File: src/sv/visual_servo_velocity_controller_assert.svh
// Assertion macros shared by the controller modules.
`ifndef VISUAL_SERVO_VELOCITY_CONTROLLER_ASSERT_SVH
`define VISUAL_SERVO_VELOCITY_CONTROLLER_ASSERT_SVH

// The consequent must hold in the same cycle as the antecedent.
`define VSVC_ASSERT_NOW(label, clk, rst, ante, cons) \
   label: assert property (@(posedge clk) disable iff (rst) (ante) |-> (cons)) \
      else $error("vsvc assertion failed");

// The consequent must hold in the cycle after the antecedent.
`define VSVC_ASSERT_NEXT(label, clk, rst, ante, cons) \
   label: assert property (@(posedge clk) disable iff (rst) (ante) |=> (cons)) \
      else $error("vsvc assertion failed");

`endif

File: src/sv/vsvc_pkg.sv
package vsvc_pkg;

   // Item kinds on the request channel.
   localparam logic OP_TARGET = 1'b0;
   localparam logic OP_TICK   = 1'b1;

   // Configuration register indexes.
   typedef enum logic [2:0] {
      CSR_FRAME_WIDTH   = 3'd0,
      CSR_FRAME_HEIGHT  = 3'd1,
      CSR_GAIN_X        = 3'd2,
      CSR_GAIN_Y        = 3'd3,
      CSR_DEPTH_GAIN    = 3'd4,
      CSR_DEFAULT_DEPTH = 3'd5,
      CSR_DESIRED_DEPTH = 3'd6,
      CSR_TIMEOUT_TICKS = 3'd7
   } csr_index_type;

   // Reset values of the configuration registers.
   localparam logic [12:0] RST_FRAME_WIDTH   = 13'd640;
   localparam logic [12:0] RST_FRAME_HEIGHT  = 13'd480;
   localparam logic [23:0] RST_GAIN_X        = 24'd16777;
   localparam logic [23:0] RST_GAIN_Y        = 24'd16777;
   localparam logic [15:0] RST_DEPTH_GAIN    = 16'd32768;
   localparam logic [15:0] RST_DEFAULT_DEPTH = 16'd3277;
   localparam logic [15:0] RST_DESIRED_DEPTH = 16'd3277;
   localparam logic [7:0]  RST_TIMEOUT_TICKS = 8'd5;

   // Fixed behavior constants.
   localparam logic [15:0] PHASE_STEP    = 16'd417;
   localparam logic [15:0] SEARCH_RADIUS = 16'd3277;
   localparam logic [15:0] DEPTH_MIN     = 16'd204;
   localparam logic [15:0] QUARTER_TURN  = 16'd16384;
   localparam logic [63:0] HALF_PI_Q30   = 64'd1686629713;

   // Quarter-wave sine table.
   localparam int SINE_ENTRIES = 256;
   localparam int SINE_BITS    = $clog2(SINE_ENTRIES);

   // Job queue between the front and back end.
   localparam int QUEUE_DEPTH = 2;
   localparam int QUEUE_AW    = $clog2(QUEUE_DEPTH);
   localparam int QUEUE_CW    = $clog2(QUEUE_DEPTH + 1);

   // Back-end multiply schedule.
   typedef logic [2:0] step_type;
   localparam step_type STEP_EU  = 3'd0;
   localparam step_type STEP_GX  = 3'd1;
   localparam step_type STEP_EV  = 3'd2;
   localparam step_type STEP_GY  = 3'd3;
   localparam step_type STEP_DZ  = 3'd4;
   localparam step_type STEP_OUT = 3'd5;

   // Rounding shift selection.
   typedef enum logic [1:0] {
      SHIFT_12 = 2'd0,
      SHIFT_16 = 2'd1,
      SHIFT_21 = 2'd2
   } shift_type;

   typedef struct packed {
      logic [12:0] frame_width;
      logic [12:0] frame_height;
      logic [23:0] gain_x;
      logic [23:0] gain_y;
      logic [15:0] depth_gain;
      logic [15:0] default_depth;
      logic [15:0] desired_depth;
      logic [7:0]  timeout_ticks;
   } cfg_type;

   // One control tick, classified and prepared by the front end.
   typedef struct packed {
      logic        tracking;
      logic        eu_neg;
      logic [12:0] eu_mag;
      logic        ev_neg;
      logic [12:0] ev_mag;
      logic [15:0] z;
      logic        dz_neg;
      logic [15:0] dz_mag;
      logic        s_neg;
      logic [16:0] s_mag;
      logic        c_neg;
      logic [16:0] c_mag;
   } job_type;

   typedef struct packed {
      logic    valid;
      job_type job;
   } push_type;

   typedef struct packed {
      logic full;
      logic empty;
   } queue_status_type;

   typedef struct packed {
      logic        neg;
      logic [16:0] mag;
   } sine_type;

   typedef logic [15:0] sine_table_type [SINE_ENTRIES];

   // Fixed-point Taylor series of sin(a), a in Q30 radians, result Q0.16.
   function automatic logic [15:0] sine_q16(logic [63:0] a);
      logic [63:0]        x2;
      logic [63:0]        term;
      logic [63:0]        v;
      logic signed [63:0] sum;
      x2   = (a * a) >> 30;
      term = a;
      sum  = $signed(a);
      term = ((term * x2) >> 30) / 64'd6;
      sum  = sum - $signed(term);
      term = ((term * x2) >> 30) / 64'd20;
      sum  = sum + $signed(term);
      term = ((term * x2) >> 30) / 64'd42;
      sum  = sum - $signed(term);
      term = ((term * x2) >> 30) / 64'd72;
      sum  = sum + $signed(term);
      term = ((term * x2) >> 30) / 64'd110;
      sum  = sum - $signed(term);
      if (sum < 0) begin
         sum = '0;
      end
      v = ($unsigned(sum) + 64'd8192) >> 14;
      if (v > 64'd65535) begin
         v = 64'd65535;
      end
      return v[15:0];
   endfunction

   function automatic sine_table_type build_sine_table();
      sine_table_type t;
      for (int i = 0; i < SINE_ENTRIES; i++) begin
         t[i] = sine_q16((64'(i) * HALF_PI_Q30) / SINE_ENTRIES);
      end
      return t;
   endfunction

   localparam sine_table_type SINE_TABLE = build_sine_table();

   // Signed sine of a 16-bit phase; magnitude runs up to exactly 1.0.
   function automatic sine_type phase_sine(logic [15:0] phase);
      sine_type                res;
      logic [SINE_BITS-1:0]    idx;
      logic [SINE_BITS:0]      mirror;
      idx    = phase[13 -: SINE_BITS];
      mirror = (SINE_BITS + 1)'(SINE_ENTRIES) - {1'b0, idx};
      if (phase[14]) begin
         if (idx == '0) begin
            res.mag = 17'h10000;
         end else begin
            res.mag = {1'b0, SINE_TABLE[mirror[SINE_BITS-1:0]]};
         end
      end else begin
         res.mag = {1'b0, SINE_TABLE[idx]};
      end
      res.neg = phase[15];
      return res;
   endfunction

   // Round a magnitude to nearest (ties away from zero), apply the sign
   // and saturate to 24-bit signed.
   function automatic logic [23:0] round_sat(logic [52:0] mag, logic neg, shift_type sh);
      logic [53:0] r;
      case (sh)
         SHIFT_12: r = ({1'b0, mag} + 54'd2048) >> 12;
         SHIFT_16: r = ({1'b0, mag} + 54'd32768) >> 16;
         SHIFT_21: r = ({1'b0, mag} + 54'd1048576) >> 21;
         default:  r = '0;
      endcase
      if (neg) begin
         if (r > 54'd8388608) begin
            return 24'h800000;
         end
         return 24'd0 - r[23:0];
      end
      if (r > 54'd8388607) begin
         return 24'h7FFFFF;
      end
      return r[23:0];
   endfunction

endpackage

File: src/sv/vsvc_front.sv
module vsvc_front (
   input  logic                clock,
   input  logic                reset,
   input  vsvc_pkg::cfg_type   cfg,
   input  logic                req_valid,
   output logic                req_stall,
   input  logic                req_operation,
   input  logic [11:0]         req_pixel_u,
   input  logic [11:0]         req_pixel_v,
   input  logic [15:0]         req_depth,
   input  vsvc_pkg::queue_status_type status,
   output vsvc_pkg::push_type  push
);

   logic        target_valid_ff, target_valid_in;
   logic [11:0] held_u_ff, held_u_in;
   logic [11:0] held_v_ff, held_v_in;
   logic [15:0] held_depth_ff, held_depth_in;
   logic [7:0]  target_age_ff, target_age_in;
   logic [15:0] phase_ff, phase_in;

   logic               accept;
   logic signed [14:0] eu2;
   logic signed [14:0] ev2;
   logic [14:0]        eu_abs;
   logic [14:0]        ev_abs;
   logic [15:0]        z;
   logic [16:0]        dz;
   logic [16:0]        dz_abs;
   vsvc_pkg::sine_type sin_val;
   vsvc_pkg::sine_type cos_val;
   vsvc_pkg::job_type  job;

   // Items are held off only while the job queue has no room.
   assign req_stall = status.full;
   assign accept    = req_valid && !req_stall;

   // Pixel errors in half pixels, effective depth, depth error and search sine and cosine.
   always_comb begin
      eu2     = $signed({2'b00, held_u_ff, 1'b0}) - $signed({2'b00, cfg.frame_width});
      ev2     = $signed({2'b00, held_v_ff, 1'b0}) - $signed({2'b00, cfg.frame_height});
      eu_abs  = eu2[14] ? (15'd0 - eu2) : eu2;
      ev_abs  = ev2[14] ? (15'd0 - ev2) : ev2;
      z       = (held_depth_ff > vsvc_pkg::DEPTH_MIN) ? held_depth_ff : cfg.default_depth;
      dz      = {1'b0, z} - {1'b0, cfg.desired_depth};
      dz_abs  = dz[16] ? (17'd0 - dz) : dz;
      sin_val = vsvc_pkg::phase_sine(phase_ff);
      cos_val = vsvc_pkg::phase_sine(phase_ff + vsvc_pkg::QUARTER_TURN);
   end

   // Classify the tick and pack everything the back end needs.
   always_comb begin
      job.tracking = target_valid_ff && (target_age_ff <= cfg.timeout_ticks);
      job.eu_neg   = eu2[14];
      job.eu_mag   = eu_abs[12:0];
      job.ev_neg   = ev2[14];
      job.ev_mag   = ev_abs[12:0];
      job.z        = z;
      job.dz_neg   = dz[16];
      job.dz_mag   = dz_abs[15:0];
      job.s_neg    = sin_val.neg;
      job.s_mag    = sin_val.mag;
      job.c_neg    = cos_val.neg;
      job.c_mag    = cos_val.mag;
   end

   assign push.valid = accept && (req_operation == vsvc_pkg::OP_TICK);
   assign push.job   = job;

   // Target state, age and search phase update on each transfer.
   always_comb begin
      target_valid_in = target_valid_ff;
      held_u_in       = held_u_ff;
      held_v_in       = held_v_ff;
      held_depth_in   = held_depth_ff;
      target_age_in   = target_age_ff;
      phase_in        = phase_ff;
      if (accept) begin
         if (req_operation == vsvc_pkg::OP_TARGET) begin
            target_valid_in = 1'b1;
            held_u_in       = req_pixel_u;
            held_v_in       = req_pixel_v;
            held_depth_in   = req_depth;
            target_age_in   = '0;
         end else begin
            phase_in = phase_ff + vsvc_pkg::PHASE_STEP;
            if (target_age_ff != 8'hFF) begin
               target_age_in = target_age_ff + 8'd1;
            end
         end
      end
   end

   always_ff @(posedge clock) begin
      if (reset) begin
         target_valid_ff <= 1'b0;
         held_u_ff       <= '0;
         held_v_ff       <= '0;
         held_depth_ff   <= '0;
         target_age_ff   <= '0;
         phase_ff        <= '0;
      end else begin
         target_valid_ff <= target_valid_in;
         held_u_ff       <= held_u_in;
         held_v_ff       <= held_v_in;
         held_depth_ff   <= held_depth_in;
         target_age_ff   <= target_age_in;
         phase_ff        <= phase_in;
      end
   end

endmodule

File: src/sv/vsvc_queue.sv
`include "visual_servo_velocity_controller_assert.svh"

module vsvc_queue (
   input  logic                       clock,
   input  logic                       reset,
   input  vsvc_pkg::push_type         push,
   input  logic                       pop,
   output vsvc_pkg::job_type          head,
   output vsvc_pkg::queue_status_type status
);

   vsvc_pkg::job_type              entry_ff [vsvc_pkg::QUEUE_DEPTH];
   logic [vsvc_pkg::QUEUE_AW-1:0]  wr_ptr_ff, wr_ptr_in;
   logic [vsvc_pkg::QUEUE_AW-1:0]  rd_ptr_ff, rd_ptr_in;
   logic [vsvc_pkg::QUEUE_CW-1:0]  count_ff, count_in;

   localparam logic [vsvc_pkg::QUEUE_AW-1:0] LAST_PTR =
      vsvc_pkg::QUEUE_AW'(vsvc_pkg::QUEUE_DEPTH - 1);
   localparam logic [vsvc_pkg::QUEUE_CW-1:0] FULL_COUNT =
      vsvc_pkg::QUEUE_CW'(vsvc_pkg::QUEUE_DEPTH);

   assign status.full  = (count_ff == FULL_COUNT);
   assign status.empty = (count_ff == '0);
   assign head         = entry_ff[rd_ptr_ff];

   // Pointer and occupancy bookkeeping.
   always_comb begin
      wr_ptr_in = wr_ptr_ff;
      rd_ptr_in = rd_ptr_ff;
      count_in  = count_ff;
      if (push.valid) begin
         wr_ptr_in = (wr_ptr_ff == LAST_PTR) ? '0 : wr_ptr_ff + 1'b1;
      end
      if (pop) begin
         rd_ptr_in = (rd_ptr_ff == LAST_PTR) ? '0 : rd_ptr_ff + 1'b1;
      end
      if (push.valid && !pop) begin
         count_in = count_ff + 1'b1;
      end else if (pop && !push.valid) begin
         count_in = count_ff - 1'b1;
      end
   end

   always_ff @(posedge clock) begin
      if (reset) begin
         wr_ptr_ff <= '0;
         rd_ptr_ff <= '0;
         count_ff  <= '0;
      end else begin
         wr_ptr_ff <= wr_ptr_in;
         rd_ptr_ff <= rd_ptr_in;
         count_ff  <= count_in;
      end
   end

   // Job storage needs no reset.
   always_ff @(posedge clock) begin
      if (push.valid) begin
         entry_ff[wr_ptr_ff] <= push.job;
      end
   end

   `VSVC_ASSERT_NOW(a_no_overflow, clock, reset, push.valid, !status.full)
   `VSVC_ASSERT_NOW(a_no_underflow, clock, reset, pop, !status.empty)
   `VSVC_ASSERT_NOW(a_count_in_range, clock, reset, 1'b1, count_ff <= FULL_COUNT)

endmodule

File: src/sv/vsvc_back.sv
`include "visual_servo_velocity_controller_assert.svh"

module vsvc_back (
   input  logic                       clock,
   input  logic                       reset,
   input  vsvc_pkg::cfg_type          cfg,
   input  vsvc_pkg::job_type          head,
   input  vsvc_pkg::queue_status_type status,
   output logic                       pop,
   output logic                       rsp_valid,
   input  logic                       rsp_stall,
   output logic signed [23:0]         rsp_vel_x,
   output logic signed [23:0]         rsp_vel_y,
   output logic signed [23:0]         rsp_vel_z,
   output logic                       rsp_tracking
);

   typedef enum logic [1:0] {
      BK_IDLE = 2'b01,
      BK_RUN  = 2'b10
   } back_state_type;

   back_state_type      state_ff, state_in;
   vsvc_pkg::step_type  step_ff, step_in;
   vsvc_pkg::job_type   job_ff, job_in;
   logic [52:0]         mul_ff, mul_in;
   logic [23:0]         vx_ff, vx_in;
   logic [23:0]         vy_ff, vy_in;
   logic                rsp_valid_ff, rsp_valid_in;
   logic [23:0]         rsp_vel_x_ff, rsp_vel_x_in;
   logic [23:0]         rsp_vel_y_ff, rsp_vel_y_in;
   logic [23:0]         rsp_vel_z_ff, rsp_vel_z_in;
   logic                rsp_tracking_ff, rsp_tracking_in;

   logic                 out_free;
   logic [28:0]          mul_a;
   logic [23:0]          mul_b;
   logic [52:0]          product;
   logic                 vx_neg;
   logic                 vy_neg;
   vsvc_pkg::shift_type  xy_shift;
   logic                 stepping;
   logic                 loading;
   logic                 search_out;

   assign out_free = !rsp_valid_ff || !rsp_stall;
   assign pop      = (state_ff == BK_IDLE) && !status.empty;

   // Operand selection for the shared multiplier, one step per cycle.
   always_comb begin
      mul_a = '0;
      mul_b = '0;
      case (step_ff)
         vsvc_pkg::STEP_EU: begin
            if (job_ff.tracking) begin
               mul_a = {16'd0, job_ff.eu_mag};
               mul_b = {8'd0, job_ff.z};
            end
         end
         vsvc_pkg::STEP_GX: begin
            if (job_ff.tracking) begin
               mul_a = mul_ff[28:0];
               mul_b = cfg.gain_x;
            end else begin
               mul_a = {12'd0, job_ff.s_mag};
               mul_b = {8'd0, vsvc_pkg::SEARCH_RADIUS};
            end
         end
         vsvc_pkg::STEP_EV: begin
            if (job_ff.tracking) begin
               mul_a = {16'd0, job_ff.ev_mag};
               mul_b = {8'd0, job_ff.z};
            end
         end
         vsvc_pkg::STEP_GY: begin
            if (job_ff.tracking) begin
               mul_a = mul_ff[28:0];
               mul_b = cfg.gain_y;
            end else begin
               mul_a = {12'd0, job_ff.c_mag};
               mul_b = {8'd0, vsvc_pkg::SEARCH_RADIUS};
            end
         end
         vsvc_pkg::STEP_DZ: begin
            if (job_ff.tracking) begin
               mul_a = {13'd0, job_ff.dz_mag};
               mul_b = {8'd0, cfg.depth_gain};
            end
         end
         default: begin
            mul_a = '0;
            mul_b = '0;
         end
      endcase
   end

   assign product = 53'(mul_a) * 53'(mul_b);

   // Velocity points away from the error in x and y; search traces a circle.
   assign vx_neg   = job_ff.tracking ? !job_ff.eu_neg : !job_ff.s_neg;
   assign vy_neg   = job_ff.tracking ? !job_ff.ev_neg : job_ff.c_neg;
   assign xy_shift = job_ff.tracking ? vsvc_pkg::SHIFT_21 : vsvc_pkg::SHIFT_16;

   // Sequencer: pick up a job, run the multiply steps, load the output.
   always_comb begin
      state_in        = state_ff;
      step_in         = step_ff;
      job_in          = job_ff;
      mul_in          = mul_ff;
      vx_in           = vx_ff;
      vy_in           = vy_ff;
      rsp_valid_in    = rsp_valid_ff && rsp_stall;
      rsp_vel_x_in    = rsp_vel_x_ff;
      rsp_vel_y_in    = rsp_vel_y_ff;
      rsp_vel_z_in    = rsp_vel_z_ff;
      rsp_tracking_in = rsp_tracking_ff;
      case (state_ff)
         BK_IDLE: begin
            if (!status.empty) begin
               job_in   = head;
               step_in  = vsvc_pkg::STEP_EU;
               state_in = BK_RUN;
            end
         end
         BK_RUN: begin
            if (step_ff != vsvc_pkg::STEP_OUT) begin
               mul_in  = product;
               step_in = step_ff + 3'd1;
               if (step_ff == vsvc_pkg::STEP_EV) begin
                  vx_in = vsvc_pkg::round_sat(mul_ff, vx_neg, xy_shift);
               end
               if (step_ff == vsvc_pkg::STEP_DZ) begin
                  vy_in = vsvc_pkg::round_sat(mul_ff, vy_neg, xy_shift);
               end
            end else if (out_free) begin
               rsp_valid_in    = 1'b1;
               rsp_vel_x_in    = vx_ff;
               rsp_vel_y_in    = vy_ff;
               rsp_vel_z_in    = vsvc_pkg::round_sat(mul_ff, job_ff.dz_neg,
                                                     vsvc_pkg::SHIFT_12);
               rsp_tracking_in = job_ff.tracking;
               state_in        = BK_IDLE;
            end
         end
         default: begin
            state_in = BK_IDLE;
         end
      endcase
   end

   always_ff @(posedge clock) begin
      if (reset) begin
         state_ff     <= BK_IDLE;
         step_ff      <= vsvc_pkg::STEP_EU;
         rsp_valid_ff <= 1'b0;
      end else begin
         state_ff     <= state_in;
         step_ff      <= step_in;
         rsp_valid_ff <= rsp_valid_in;
      end
   end

   // Datapath and result payload carry no reset.
   always_ff @(posedge clock) begin
      job_ff          <= job_in;
      mul_ff          <= mul_in;
      vx_ff           <= vx_in;
      vy_ff           <= vy_in;
      rsp_vel_x_ff    <= rsp_vel_x_in;
      rsp_vel_y_ff    <= rsp_vel_y_in;
      rsp_vel_z_ff    <= rsp_vel_z_in;
      rsp_tracking_ff <= rsp_tracking_in;
   end

   assign rsp_valid    = rsp_valid_ff;
   assign rsp_vel_x    = rsp_vel_x_ff;
   assign rsp_vel_y    = rsp_vel_y_ff;
   assign rsp_vel_z    = rsp_vel_z_ff;
   assign rsp_tracking = rsp_tracking_ff;

   // Conditions watched by the checks below.
   assign stepping   = (state_ff == BK_RUN) && (step_ff != vsvc_pkg::STEP_OUT);
   assign loading    = (state_ff == BK_RUN) && (step_ff == vsvc_pkg::STEP_OUT) && out_free;
   assign search_out = rsp_valid_ff && !rsp_tracking_ff;

   `VSVC_ASSERT_NEXT(a_step_advances, clock, reset, stepping, step_ff == $past(step_ff) + 3'd1)
   `VSVC_ASSERT_NEXT(a_result_loads, clock, reset, loading, rsp_valid_ff && state_ff == BK_IDLE)
   `VSVC_ASSERT_NOW(a_search_vz_zero, clock, reset, search_out, rsp_vel_z_ff == 24'd0)

endmodule

File: src/sv/visual_servo_velocity_controller.sv
// Proportional visual-servo velocity controller. A target item (operation 0)
// latches pixel position and depth and returns nothing; a control tick
// (operation 1) returns one x/y/z velocity, tracking the held target while
// its age is within timeout_ticks and otherwise tracing a search circle. The
// front end classifies each tick in the cycle of its transfer and queues it
// in a two-entry job queue; the back end picks up each job, runs five steps
// through its single shared 29x24 multiplier and loads the output register
// once rsp_stall allows; it picks up no new tick until the last is loaded,
// while target items and up to two queued ticks are taken at one per cycle
// while the job queue has room. Configuration registers are written through
// the csr_ port and should change only while no tick is in flight.
module visual_servo_velocity_controller (
   input  logic               clock,
   input  logic               reset,
   input  logic               csr_write,
   input  logic [2:0]         csr_index,
   input  logic [23:0]        csr_wdata,
   input  logic               req_valid,
   output logic               req_stall,
   input  logic               req_operation,
   input  logic [11:0]        req_pixel_u,
   input  logic [11:0]        req_pixel_v,
   input  logic [15:0]        req_depth,
   output logic               rsp_valid,
   input  logic               rsp_stall,
   output logic signed [23:0] rsp_vel_x,
   output logic signed [23:0] rsp_vel_y,
   output logic signed [23:0] rsp_vel_z,
   output logic               rsp_tracking
);

   vsvc_pkg::cfg_type          cfg_ff, cfg_in;
   vsvc_pkg::push_type         push;
   vsvc_pkg::job_type          head;
   vsvc_pkg::queue_status_type status;
   logic                       pop;

   // Configuration register writes.
   always_comb begin
      cfg_in = cfg_ff;
      if (csr_write) begin
         case (csr_index)
            vsvc_pkg::CSR_FRAME_WIDTH:   cfg_in.frame_width   = csr_wdata[12:0];
            vsvc_pkg::CSR_FRAME_HEIGHT:  cfg_in.frame_height  = csr_wdata[12:0];
            vsvc_pkg::CSR_GAIN_X:        cfg_in.gain_x        = csr_wdata;
            vsvc_pkg::CSR_GAIN_Y:        cfg_in.gain_y        = csr_wdata;
            vsvc_pkg::CSR_DEPTH_GAIN:    cfg_in.depth_gain    = csr_wdata[15:0];
            vsvc_pkg::CSR_DEFAULT_DEPTH: cfg_in.default_depth = csr_wdata[15:0];
            vsvc_pkg::CSR_DESIRED_DEPTH: cfg_in.desired_depth = csr_wdata[15:0];
            vsvc_pkg::CSR_TIMEOUT_TICKS: cfg_in.timeout_ticks = csr_wdata[7:0];
            default: cfg_in = cfg_ff;
         endcase
      end
   end

   always_ff @(posedge clock) begin
      if (reset) begin
         cfg_ff.frame_width   <= vsvc_pkg::RST_FRAME_WIDTH;
         cfg_ff.frame_height  <= vsvc_pkg::RST_FRAME_HEIGHT;
         cfg_ff.gain_x        <= vsvc_pkg::RST_GAIN_X;
         cfg_ff.gain_y        <= vsvc_pkg::RST_GAIN_Y;
         cfg_ff.depth_gain    <= vsvc_pkg::RST_DEPTH_GAIN;
         cfg_ff.default_depth <= vsvc_pkg::RST_DEFAULT_DEPTH;
         cfg_ff.desired_depth <= vsvc_pkg::RST_DESIRED_DEPTH;
         cfg_ff.timeout_ticks <= vsvc_pkg::RST_TIMEOUT_TICKS;
      end else begin
         cfg_ff <= cfg_in;
      end
   end

   vsvc_front u_front (
      .clock         (clock),
      .reset         (reset),
      .cfg           (cfg_ff),
      .req_valid     (req_valid),
      .req_stall     (req_stall),
      .req_operation (req_operation),
      .req_pixel_u   (req_pixel_u),
      .req_pixel_v   (req_pixel_v),
      .req_depth     (req_depth),
      .status        (status),
      .push          (push)
   );

   vsvc_queue u_queue (
      .clock  (clock),
      .reset  (reset),
      .push   (push),
      .pop    (pop),
      .head   (head),
      .status (status)
   );

   vsvc_back u_back (
      .clock        (clock),
      .reset        (reset),
      .cfg          (cfg_ff),
      .head         (head),
      .status       (status),
      .pop          (pop),
      .rsp_valid    (rsp_valid),
      .rsp_stall    (rsp_stall),
      .rsp_vel_x    (rsp_vel_x),
      .rsp_vel_y    (rsp_vel_y),
      .rsp_vel_z    (rsp_vel_z),
      .rsp_tracking (rsp_tracking)
   );

endmodule
File: config.mk
export PLATFORM = sky130hd
export DESIGN_NAME = visual_servo_velocity_controller
export DESIGN_NICKNAME = d
export VERILOG_FILES = /design/src/sv/vsvc_pkg.sv /design/src/sv/vsvc_front.sv /design/src/sv/vsvc_queue.sv /design/src/sv/vsvc_back.sv /design/src/sv/visual_servo_velocity_controller.sv
export VERILOG_INCLUDE_DIRS = /design/src /design/src/sv
export SDC_FILE = /design/constraint.sdc
export NUM_CORES = 2
export LEC_CHECK = 0
export BUFFER_PORTS_ARGS = -buffer_cell sky130_fd_sc_hd__buf_2
export CAP_MARGIN = 20
export CORE_MARGIN = 2
export CORE_UTILIZATION = 47
export CTS_CLUSTER_SIZE = 20
export DETAILED_ROUTE_END_ITERATION = 10
export GPL_ROUTABILITY_DRIVEN = 0
export PLACE_DENSITY = 0.71
export SYNTH_ARGS = -nofsm -noshare
export SYNTH_HDL_FRONTEND = slang
export SYNTH_HIERARCHICAL = 1
export SYNTH_SLANG_ARGS = --single-unit
File: constraint.sdc
create_clock -name clock -period 18 [get_ports clock]
set_input_delay 3.6 -clock clock [delete_from_list [all_inputs] [get_ports clock]]
set_output_delay 3.6 -clock clock [all_outputs]
set_load 0.03 [all_outputs]
[After elaboration in Yosys (flattened, before gate mapping)]
Memory sizes are Yosys's and may differ from the RTL's. A register that Yosys moved wholly into a read port is not among the register bits.
Index checks and enable logic that the tools add are counted.
Widths: inputs -> output; s select.
Word-level totals
  bits of input ports: 73
  output and inout port bits: 75
  memories kept: 5
  bits in writable memories: 196
  memory bits (read-only): 16384
  register bits: 379
  word-level logic and storage cells: 259
Cells by class
  multiplexer cells: 118
  eq/ne operators: 23
  reduce and logical (&&, ||, !) cells: 44
  add/subtract/negate cells: 22
  bitwise logic cells: 7
  $lt $le $gt $ge: 12
  multipliers: 1
Memories
  (name not given): depth 256, bits a word 16, read ports 1, clocked after Yosys merged registers in 0, write ports 0, RTL line vsvc_pkg.sv:155  | res.mag = {1'b0, SINE_TABLE[mirror[SINE_BITS-1:0]]};
  (name not given): depth 256, bits a word 16, read ports 1, clocked after Yosys merged registers in 0, write ports 0, RTL line vsvc_pkg.sv:158  | res.mag = {1'b0, SINE_TABLE[idx]};
  (name not given): depth 256, bits a word 16, read ports 1, clocked after Yosys merged registers in 0, write ports 0, RTL line vsvc_pkg.sv:155
  (name not given): depth 256, bits a word 16, read ports 1, clocked after Yosys merged registers in 0, write ports 0, RTL line vsvc_pkg.sv:158
  u_queue.entry_ff: depth 2, bits a word 98, read ports 1, clocked after Yosys merged registers in 1, write ports 1, RTL line vsvc_queue.sv:12  | vsvc_pkg::job_type entry_ff [vsvc_pkg::QUEUE_DEPTH];
Operators by type and width (number)
  $mux 54: 9
  $mux 24: 20
  $mux 16: 13
  $gt 54x23->1 const B: 3
  $gt 54x24->1 const B: 3
  $pmux 29 s5: 1
  $pmux 42 s3: 1
  $pmux 24 s4: 1
  $sub 1x24->24 const A: 3
  $mux 17: 4
  $mux 29: 2
  $add 53x12->54 const B: 1
  $add 53x16->54 const B: 1
  $add 53x21->54 const B: 1
  $mul 29x24->53: 1
  $mux 13: 4
  $mux 1: 51
  $ge 9x9->1 const B: 4
  $not 8->9: 4
  $sub 13x13->14: 2
  $reduce_and 2->1: 13
  $sub 1x13->13 const A: 2
  $sub 16x16->17: 1
  $add 16x15->16 const B: 1
  34 further kinds: 81

[Logic depth before layout (Yosys ltp)]
  depth after elaboration: 17
  mapped depth: 38
  depth with buffers taken out: 33

[By module]
Netlist, hierarchy kept.
Modules (own cells, without submodules)
  vsvc_back: cells each 4063, area an instance 37190.7 um^2, times used 1, sequential area each 8287.9 um^2
  vsvc_front: cells each 2360, area an instance 15423.5 um^2, times used 1, sequential area each 1301.2 um^2
  vsvc_queue: cells each 327, area an instance 7349.5 um^2, times used 1, sequential area each 5985.7 um^2
  visual_servo_velocity_controller: cells each 477, area an instance 5139.9 um^2, times used 1, sequential area each 2602.5 um^2

[Worst setup path before layout]
OpenSTA, ideal clock, no wires.
  path kind: reg-to-reg
  from: register u_back.step_ff[2]
  to: register u_back.mul_ff[52], data pin
  arrival time: 9.267 ns
  cell stages (with the launch flop): 37
  period minus slack after synthesis: 9.527 ns
  path buffers: 6
  required time: 17.740 ns
  library setup time: 0.260 ns
  path slack: 8.473 ns
  path through: dfxtp_1 -> clkbuf_1 -> buf_1 -> inv_1 -> ha_1 -> clkbuf_1 -> or2_2 -> clkbuf_1 -> nor3_1 -> nand2b_1 -> buf_1 -> a41o_1 -> clkbuf_1 -> nor2_1 -> fa_1 -> inv_1 -> fa_1 -> inv_1 -> fa_1 -> inv_1 -> fa_1 -> inv_1 -> fa_1 -> fa_1 -> inv_1 -> fa_1 -> inv_1 -> ha_1 -> nand2_1 -> or3_1 -> a2111oi_0 -> o21ai_0 -> a31oi_1 -> o21ai_0 -> o21ai_0 -> a21oi_1 -> xnor2_1
On the way
  longest elaborated chain between the ends: 4
  elaborated cells on any way between the ends: 9
  classes of those cells: mul (1); eq/ne (4); mux (2); reduce/logical (2)
RTL lines
  start: declaration: RTL line vsvc_back.sv:24  | vsvc_pkg::step_type step_ff, step_in;
  start signal: assignment: RTL line vsvc_back.sv:154  | step_ff <= vsvc_pkg::STEP_EU;
  start signal: assignment: RTL line vsvc_back.sv:158  | step_ff <= step_in;
  $eq 3x2->1 or $logic_not 3->1 (tied branches): RTL line vsvc_back.sv:53  | case (step_ff)
  $reduce_or 2->1 (no line)
  $pmux 24 s4: RTL line vsvc_back.sv:53
  $mul 29x24->53 *: RTL line vsvc_back.sv:97  | assign product = 53'(mul_a) * 53'(mul_b);
  net u_back.product[52]: RTL line vsvc_back.sv:38  | logic [52:0] product;
  end signal: assignment: RTL line vsvc_back.sv:166  | mul_ff <= mul_in;
  end: declaration: RTL line vsvc_back.sv:26  | logic [52:0] mul_ff, mul_in;
The timed path passes the listed nets; every way through them passes the cells marked *.
A chain may end at the register's enable or synchronous reset.

[Worst setup path after layout]
Ends and elaborated chain as after synthesis.

==> Implementation_results.wiki <==
{| class="wikitable"
! Metric !! Value
|-
| Sum of routed wire length over all layers || 206000 µm
|-
| Delay of the slowest critical-path stage || 0.88 ns
|-
| Path category of the worst min-delay check || reg -> reg
|-
| Number of H-tree levels || 3
|-
| Initial antenna violation count || 4
|-
| Mapped Nets || 8181
|-
| First-pass iteration count of the detailed router || 8
|-
| Slew headroom || 7.50%
|-
| Average via count per standard cell || 6.22
|-
| Number of pins exceeding their max-slew limit in the final report || 0
|-
| Insertion delay to the later sink of the worst-skew pair || 0.68 ns
|-
| Worst supply voltage drop on vdd || 0.000211 V
|-
| Final Worst Setup Slack || 6.70 ns
|-
| Cell area after layout || 69300 µm²
|-
| I/O pin cnt || 148
|-
| Worst Clk Skew || 0.0368 ns
|-
| Number of buffers between clock root and the deepest sink || 3
|-
| Cts-stage hold buffer count || 0
|-
| Fraction of final layout cells with drive strength greater than 1 || 8.85%
|-
| Final std cells w/o fill || 8893
|-
| Buffers inserted during post-CTS setup optimization || 0
|-
| Final core utilization || 50.4%
|-
| Global-route wire length before repair || 314000 µm
|-
| Area of the placeable core || 137000 µm²
|-
| Number of distinct library cells after synthesis || 109
|-
| Largest net degree at the start of global routing || 159
|-
| Worst Max-Slew Pin Slew || 1.39 ns
|-
| Layout overhead on the synthesized area || 6.44%
|-
| Via count || 55303
|-
| Type of origin of the critical path || register
|-
| Post-route clock period utilization || 62.8%
|-
| Kind of end point of the critical path || register
|-
| Storage cell area || 18200 µm²
|-
| Count of synthesis-stage warnings from yosys || 6
|-
| CTS tree || built
|-
| Gate count of the mapped netlist || 7227
|-
| Drt wl/cell || 23.1 µm
|-
| Hold Fails Final Rpt || 0
|-
| Post-DRT Antenna Nets || 0
|-
| Power density over cell area || 136 nW/µm²
|-
| Drt drc || 0
|-
| Number of endpoints failing setup at the final stage || 0
|-
| Layout Nets || 7999
|-
| Count of state elements after synthesis || 674
|-
| Leakage power total || 29.1 nW
|-
| Clock Root Buffer || clkbuf_16
|-
| Post-cts resize count || 0
|-
| Total congestion overflow || 0
|-
| IO buf count || 147
|-
| Unrepaired setup endpoints after global routing || no
|-
| Post-place instance area || 66900 µm²
|-
| Highest net fanout along the worst path || 42
|-
| Arrival @ worst endpoint || 11.71 ns
|-
| FMAX || 0.0885 GHz
|-
| Floorplan die height || 376 µm
|-
| CP Data Required Time || 18.41 ns
|-
| Seq/Total Area, Yosys || 27.9%
|-
| Vias in the first global route || 53910
|-
| Die area || 142000 µm²
|-
| Starting density of the core || 47.4%
|-
| All-layer global routing usage || 28.5%
|-
| Width of the die || 376 µm
|-
| Time the worst path needs with I/O delays and setup || 11.30 ns
|-
| Number of sinks handled by clock tree synthesis || 674
|-
| Rows || 136
|-
| Cell with the largest stage delay on the worst path || nor3_1
|-
| Synthesized cell area || 65100 µm²
|-
| Clock-pin slew on the worst setup and hold paths || 0.07 ns
|-
| Worst hold slack || 0.412 ns
|-
| Cell count after placement || 8762
|-
| Clock buffers created by TritonCTS || 68
|-
| Post-synth top flop || edfxtp_1
|-
| Number of synthesized flops with an enable pin || 468
|-
| Result of the run || complete, no violations
|-
| Setup TNS || 0 ns
|-
| Max Cap Violations || 0
|-
| HPWL reported at the end of detailed placement || 149000 µm
|-
| Category of the critical setup timing path || reg -> reg
|-
| Post-place setup slack || 6.81 ns
|-
| Cell repeated most along the worst path || fa_1
|-
| DR iter-0 viols || 7563
|-
| Post-synthesis async set-or-reset flop share || 0%
|-
| Count of fill cells added during filler insertion || 12504
|-
| Synthesized area divided by synthesized cell count || 9.01 µm²
|-
| Pwr Total || 9.43 mW
|-
| Multi-input gate area || 41700 µm²
|}
logic make-up after synthesis:
logic type,Yosys count,share of synthesized area (%)
muxes,321,5.78
and+or+nand+nor,2346,16.6
AOI/OAI and AO/OA,1386,14.2
DFF,674,27.9
buffers and inverters,1385,8.45
adders and majority gates,882,23.8
xor gates and xnor gates,233,3.18
cell usage after synthesis (all sizes together), types with 15 or more instances:
| master | n | area (µm²) |
|---|---|---|
| nand2 | 916 | 3450 |
| inv | 867 | 3250 |
| nor2 | 617 | 2320 |
| fa | 597 | 12000 |
| edfxtp | 468 | 14100 |
| a21oi | 384 | 1920 |
| clkbuf | 322 | 1210 |
| ha | 284 | 3550 |
| o21ai | 243 | 1220 |
| dfxtp | 206 | 4120 |
| buf | 189 | 1010 |
| mux2i | 177 | 1780 |
| nand2b | 164 | 1030 |
| xnor2 | 150 | 1330 |
| nor3 | 144 | 742 |
| nand3 | 132 | 661 |
| mux2 | 118 | 1400 |
| xor2 | 82 | 718 |
| a211oi | 74 | 556 |
| a21o | 70 | 526 |
| and2 | 63 | 394 |
| a31oi | 55 | 344 |
| nand4 | 55 | 372 |
| nor2b | 55 | 344 |
| a311oi | 47 | 412 |
| a22oi | 46 | 345 |
| and3 | 46 | 288 |
| o22ai | 46 | 302 |
| o211ai | 42 | 315 |
| o21a | 42 | 315 |
| a221oi | 36 | 315 |
| nor4 | 33 | 238 |
| o311ai | 30 | 263 |
| mux4 | 26 | 586 |
| or3 | 25 | 156 |
| o221ai | 21 | 184 |
| o31ai | 21 | 163 |
| or2 | 21 | 131 |
| a22o | 20 | 175 |
| a211o | 19 | 166 |
| a21boi | 16 | 120 |
| and4 | 16 | 143 |
| o311a | 16 | 160 |
| a221o | 15 | 150 |
| o21bai | 15 | 113 |
cells in the final DEF (no fill, tap or decap), types with 52 or more instances in the layout:
master     count
nand2_1      911
a211oi_1      74
nand2b_1     164
o21ai_0      234
xnor2_1      144
mux2i_1      175
nor2_1       614
clkbuf_16     68
fa_1         597
xor2_1        82
nor2b_1       53
mux2_2        98
nor3_1       139
dfxtp_1      200
buf_2        147
nand3_1      132
buf_4        104
edfxtp_1     468
a21o_1        70
nand4_1       52
ha_1         279
a21oi_1      376
a31oi_1       55
inv_1        864
and2_1        59
power breakdown:
part / switching, mW / leakage (nW) / internal, mW / total [mW]
combinational: 3.77 / 22.0 / 2.00 / 5.77
clock: 0.638 / 1.08 / 0.780 / 1.42
sequential: 0.161 / 5.98 / 2.08 / 2.24
total: 4.57 / 29.1 / 4.86 / 9.43
flip-flops by register name, indices dropped and copies added (netlist names), 16 cells and up, named ones only:
| name | flops |
|---|---|
| cfg_ff | 130 |
| u_back/job_ff | 98 |
| u_back/mul_ff | 53 |
| u_back/rsp_vel_x | 24 |
| u_back/rsp_vel_y | 24 |
| u_back/rsp_vel_z | 24 |
| u_back/vx_ff | 24 |
| u_back/vy_ff | 24 |
| u_front/held_depth_ff | 16 |
| u_front/phase_ff | 16 |
| u_queue/entry_ff | 196 |
final timing paths:
path	slack, ns	end	from	depth (start not counted)
min	0.41	u_back/rsp_vel_x[7]	u_back/vx_ff[7]	0
max reg2reg	6.70	u_back/mul_ff[52]	u_back/step_ff[2]	30
max	6.70	u_back/mul_ff[52]	u_back/step_ff[2]	30
min reg2reg	0.41	u_back/rsp_vel_x[7]	u_back/vx_ff[7]	0
worst max-delay path, delay by kind of cell (launching register included):
kind | cells | cell delay (ns)
AO/OA/AOI/OAI | 7 | 2.86
AND/OR/NAND/NOR | 6 | 2.50
buffers and inverters | 7 | 0.97
flip-flops | 1 | 0.31
adder cells (fa/ha/maj) | 9 | 4.22
XOR/XNOR | 1 | 0.12
metal layers:
metal,track usage (%),vias to the layer above,share of wire (%)
met5,0,-,0.0054
met4,14.5,2,6.4
met3,8.53,907,13
met2,43.4,3803,43
met1,36.7,26414,38
li1,-,24177,-
final cells by class:
class,count,area share [%]
antenna,1,0.00361
clock buffer,84,2.63
clock inverter,39,0.641
inverter,874,4.73
multi-input combinational,5168,60.1
sequential,674,26.3
tap,1794,3.24
timing repair buffer,259,2.37
No activity file was read; power rests on OpenSTA's default activity.
